[config.mk]
export PLATFORM = sky130hd
export DESIGN_NAME = fhv_ram
export DESIGN_NICKNAME = d
export VERILOG_FILES = /design/src/fhv_ram.sv
export SDC_FILE = /design/constraint.sdc
export NUM_CORES = 1
export LEC_CHECK = 0
export BUFFER_PORTS_ARGS = -buffer_cell sky130_fd_sc_hd__clkbuf_2
export CELL_PAD_IN_SITES_DETAIL_PLACEMENT = 0
export CELL_PAD_IN_SITES_GLOBAL_PLACEMENT = 1
export CORE_UTILIZATION = 30
export CTS_CLUSTER_DIAMETER = 30
export DETAILED_ROUTE_END_ITERATION = 16
export HOLD_SLACK_MARGIN = 0.06
export PLACE_DENSITY = 0.57
export SLEW_MARGIN = 20
export SYNTH_ARGS = -nofsm -noshare
export SYNTH_HDL_FRONTEND = slang
export SYNTH_SLANG_ARGS = --single-unit
[constraint.sdc]
create_clock -name clk -period 2.15 [get_ports clk]
set_clock_uncertainty 0.15 [all_clocks]
set_input_delay 0.3225 -clock clk [delete_from_list [all_inputs] [get_ports clk]]
set_output_delay 0.3225 -clock clk [all_outputs]
set_load 0.02 [all_outputs]
[src/fhv_ram.sv]
`timescale 1ns / 1ps

module fhv_ram #(
  parameter int WIDTH = 8,
  parameter int DEPTH = 16
) (
  input  logic                     clk,
  input  logic                     we,
  input  logic [$clog2(DEPTH)-1:0] addr,
  input  logic [WIDTH-1:0]         wdata,
  output logic [WIDTH-1:0]         rdata
);

  logic [WIDTH-1:0] mem [DEPTH];

  always_ff @(posedge clk) begin
    if (we) begin
      mem[addr] <= wdata;
    end
    rdata <= mem[addr];
  end

endmodule

* Word-level counts from Yosys, hierarchy flattened
Memory sizes are Yosys's and may differ from the RTL's. A register that Yosys moved wholly into a read port is not among the register bits. Index checks and enable logic that the tools add are counted.
Cells by class: add/sub/neg operators 0, multiply operators 0, divide/modulo/power cells 0, order comparisons 0, equality and inequality tests 0, shift-type cells 0, multiplexer cells 2, bitwise gates (word level) 0, reduce and logical (&&, ||, !) cells 0
Operator list (number):
- two-way mux 1 bit | 2
Word-level totals: bits in registers 0, latch bits 0, RAM bits 128, memory bits (read-only) 0, output and inout port bits 8, word-level logic and storage cells 3, memories kept 1
Memory list:
- mem | words 16, bits a word 8, rd ports 1, clocked after memory_dff 1, write ports 1, line 14 | logic [WIDTH-1:0] mem [DEPTH];

* Longest topological paths before layout
depth in word-level cells 2, gate-level depth with buffers 5, mapped depth without buffers 3

* Worst setup path before layout
OpenSTA, ideal clock, no wires.
kind input-to-reg, start point in addr[2], end point mem mem[0][0], enable pin, library setup time 0.383 ns, data arrival time 1.432 ns, data required time 1.617 ns, setup slack 0.184 ns, stages 2, path buffers 0, cells stage by stage or3b_2 nor3_1
RTL lines:
- start, declared | line 9 | input logic [$clog2(DEPTH)-1:0] addr,
- end, declared | line 14
No word-level cell before the write port.

==> metrics.txt <==
# TYPE chip_impl_metric gauge
chip_impl_metric{name="detail-route-antenna-nets",unit=""} 0
chip_impl_metric{name="die_x",unit="um"} 132.0
chip_impl_metric{name="gpl.final_weighted_congestion",unit=""} 0.7552
chip_impl_metric{name="worst_skew_pair.late_latency",unit="ns"} 0.41
chip_impl_info{name="grt_setup_unrepaired",value="no"} 1
chip_impl_metric{name="placedInstanceArea",unit="mm2"} 0.005703
chip_impl_metric{name="post_cts_buffers",unit=""} 0
chip_impl_metric{name="grt_use_total",unit="%"} 13.96
chip_impl_metric{name="worst_slew_pin_slew",unit="ns"} 0.4653
chip_impl_metric{name="port-buffer-count",unit=""} 21
chip_impl_metric{name="synth-seq-area-share",unit="%"} 79.01
chip_impl_metric{name="setup-tns-final",unit="ns"} 0
chip_impl_metric{name="worst_ir_drop_vdd",unit="V"} 0.0006008
chip_impl_metric{name="floorplan.rows",unit=""} 47
chip_impl_metric{name="core",unit="mm2"} 0.01652
chip_impl_metric{name="timing.fmax",unit="MHz"} 667.9
chip_impl_metric{name="cap_violations",unit=""} 0
chip_impl_metric{name="grt_start_max_net_pins",unit=""} 30
chip_impl_metric{name="first_global_vias",unit=""} 2619
chip_impl_metric{name="largest_stage_delay_on_the_critical_path",unit="ns"} 0.48
chip_impl_metric{name="effective_utilization_at_floorplan",unit="%"} 30.67
chip_impl_info{name="tritoncts",value="built"} 1
chip_impl_metric{name="cts_buffer_depth",unit=""} 2
chip_impl_info{name="worstSetupStartpointType",value="flip-flop"} 1
chip_impl_metric{name="report.final.setup_viol",unit=""} 0
chip_impl_metric{name="design.final.nets",unit=""} 310
chip_impl_metric{name="cts.sinks",unit=""} 136
chip_impl_metric{name="n_antenna_cell",unit=""} 0
chip_impl_info{name="worst_path_max_delay_cell",value="mux4_2"} 1
chip_impl_metric{name="route.vias.total",unit=""} 2439
chip_impl_metric{name="avgSynthCellArea",unit="um2"} 22.03
chip_impl_metric{name="post_drt_via_cell_ratio",unit=""} 4.611
chip_impl_info{name="cts_root_buffer",value="clkbuf_16"} 1
chip_impl_metric{name="cellPowerDensity",unit="mW/mm2"} 973.6
chip_impl_info{name="worst_hold_path_type",value="in -> reg"} 1
chip_impl_metric{name="final.min_clock_period",unit="ns"} 1.497
chip_impl_metric{name="cp.required",unit="ns"} 2.29
chip_impl_metric{name="cts_hold_buffers",unit=""} 0
chip_impl_metric{name="slew_violations",unit=""} 0
chip_impl_metric{name="grt_antenna_before_repair",unit=""} 0
chip_impl_metric{name="ioPinCount",unit=""} 22
chip_impl_metric{name="post-route-period-util",unit="%"} 69.64
chip_impl_metric{name="hold_viol",unit=""} 0
chip_impl_info{name="final_common_cell",value="edfxtp_1"} 1
chip_impl_metric{name="syn_area",unit="mm2"} 0.005067
chip_impl_metric{name="overflow",unit=""} 0
chip_impl_metric{name="number_of_detailed_routing_iterations_run_before_antenna_repair",unit=""} 5
chip_impl_metric{name="fp.dieArea",unit="mm2"} 0.01741
chip_impl_metric{name="cp_data_arrival_time",unit="ns"} 1.63
chip_impl_metric{name="postCtsResizedCells",unit=""} 0
chip_impl_metric{name="synth_seq_cells",unit=""} 136
chip_impl_info{name="critical_path.cell_chain",value="mux4_2 -> a22oi_1 -> nand2_1"} 1
chip_impl_metric{name="final_cell_area",unit="mm2"} 0.006274
chip_impl_metric{name="drt_total_wl",unit="um"} 11150
chip_impl_metric{name="layout-drive-gt1-share",unit="%"} 37.86
chip_impl_metric{name="drcViolationCount",unit=""} 0
chip_impl_metric{name="cts-buffers-inserted",unit=""} 17
chip_impl_metric{name="synth_cell_types",unit=""} 18
chip_impl_metric{name="drt_iter0_markers",unit=""} 192
chip_impl_metric{name="net_count_of_the_mapped_netlist",unit=""} 244
chip_impl_metric{name="grt_pass1_wl",unit="um"} 16860
chip_impl_metric{name="clkSlewWorstSetupHoldPaths",unit="ns"} 0.06
chip_impl_metric{name="power_leakage",unit="uW"} 0.002109
chip_impl_metric{name="warning_count_from_the_yosys_run",unit=""} 0
chip_impl_info{name="result_of_the_run",value="complete, no violations"} 1
chip_impl_metric{name="post_drt_wl_per_cell",unit="um"} 21.07
chip_impl_metric{name="dieHeight",unit="um"} 132.0
chip_impl_metric{name="h-tree-depth",unit=""} 4
chip_impl_metric{name="syn2layout_area_growth",unit="%"} 23.80
chip_impl_info{name="crit_path_end_kind",value="flip-flop"} 1
chip_impl_metric{name="hpwlAfterDp",unit="um"} 7638
chip_impl_metric{name="post_synth_inst_count",unit=""} 230
chip_impl_metric{name="relSlewSlack",unit="%"} 68.98
chip_impl_info{name="criticalPathCategory",value="reg -> reg"} 1
chip_impl_info{name="mostFrequentLayoutCells",value="edfxtp_1, buf_4, mux4_2, clkbuf_2, clkbuf_16"} 1
chip_impl_metric{name="worst-path-max-fanout",unit=""} 1
-- power by group --
group / internal (uW) / switching (uW)
Sequential: 2970 / 18.9
Combinational: 132 / 186
Clock: 1800 / 1000
Total: 4900 / 1210
-- cell type report --
type | count | area [um2]
timing repair buffer | 58 | 420.4
tap | 220 | 275.3
multi-input combinational | 83 | 1003
clock inverter | 11 | 130.1
fill | 1518 | 10250
clock buffer | 21 | 440.4
sequential | 136 | 4004
-- layer usage --
| metal | share of wire (%) | up-vias | GRT usage (%) |
|---|---|---|---|
| li1 | - | 1095 | - |
| met1 | 47 | 1274 | 18.81 |
| met2 | 48 | 64 | 20.84 |
| met3 | 5.0 | 6 | 5.152 |
| met4 | 0.49 | 0 | 4.651 |
| met5 | 0 | - | 0 |
-- sequential cells by signal, summed over array words and instances, names as in the netlist --
register / cells
mem: 128
rdata: 8
-- cell families after synthesis --
logic type / after synthesis / synth area share [%]
muxes: 32 / 14.22
buffers and inverters: 11 / 1.185
and+or+nand+nor: 35 / 3.210
DFF: 136 / 79.01
AOI/OAI and AO/OA: 16 / 2.370
-- worst max-delay path: cells and delay by family, from the launching register on --
kind / cells / cell delay [ns]
flip-flops: 1 / 0.36
AND/OR/NAND/NOR: 1 / 0.11
AO/OA/AOI/OAI: 1 / 0.27
multiplexers: 1 / 0.48
-- path summary, 6_finish.rpt --
path | from | end | slack, ns | cells after the start
setup reg to reg | mem[8][3] | rdata[3] | 0.65 | 3
setup / recovery | mem[8][3] | rdata[3] | 0.65 | 3
hold / removal | wdata[7] | mem[7][7] | 0.19 | 1
hold reg to reg | mem[13][1] | rdata[1] | 0.53 | 3
-- metrics by stage --
| step | util, % | setup WS [ns] | instances | hold WS, ns | power (uW) |
|---|---|---|---|---|---|
| final | 37.96 | 0.6528 | 529 | 0.1854 | 6108 |
| after global routing | 37.96 | 0.5830 | 529 | 0.2056 | 6322 |
| after CTS | 37.96 | 0.5970 | 529 | 0.1778 | 6182 |
| after detailed placement | 34.51 | 0.2230 | 497 | 0.5129 | 3367 |
| after global placement | 34.51 | 0.2312 | 497 | 0.5136 | 3362 |
| after floorplan | - | 0.1845 | 230 | 0.2714 | 3207 |
-- cell usage after synthesis --
| cell type | number | area share (%) |
|---|---|---|
| nand3_1 | 1 | 0.099 |
| edfxtp_1 | 128 | 76 |
| or3b_2 | 1 | 0.17 |
| a22oi_1 | 16 | 2.4 |
| clkbuf_2 | 1 | 0.099 |
| nand2b_1 | 2 | 0.25 |
| mux4_2 | 32 | 14 |
| and2_1 | 1 | 0.12 |
| nor3_1 | 4 | 0.40 |
| clkbuf_1 | 2 | 0.15 |
| buf_2 | 2 | 0.20 |
| nor2b_1 | 2 | 0.25 |
| dfxtp_1 | 8 | 3.2 |
| nand2_1 | 9 | 0.67 |
| nand3b_1 | 2 | 0.30 |
| nor2_1 | 13 | 0.96 |
| buf_1 | 4 | 0.30 |
| buf_6 | 2 | 0.44 |
Power figures use the tool's default switching activity.
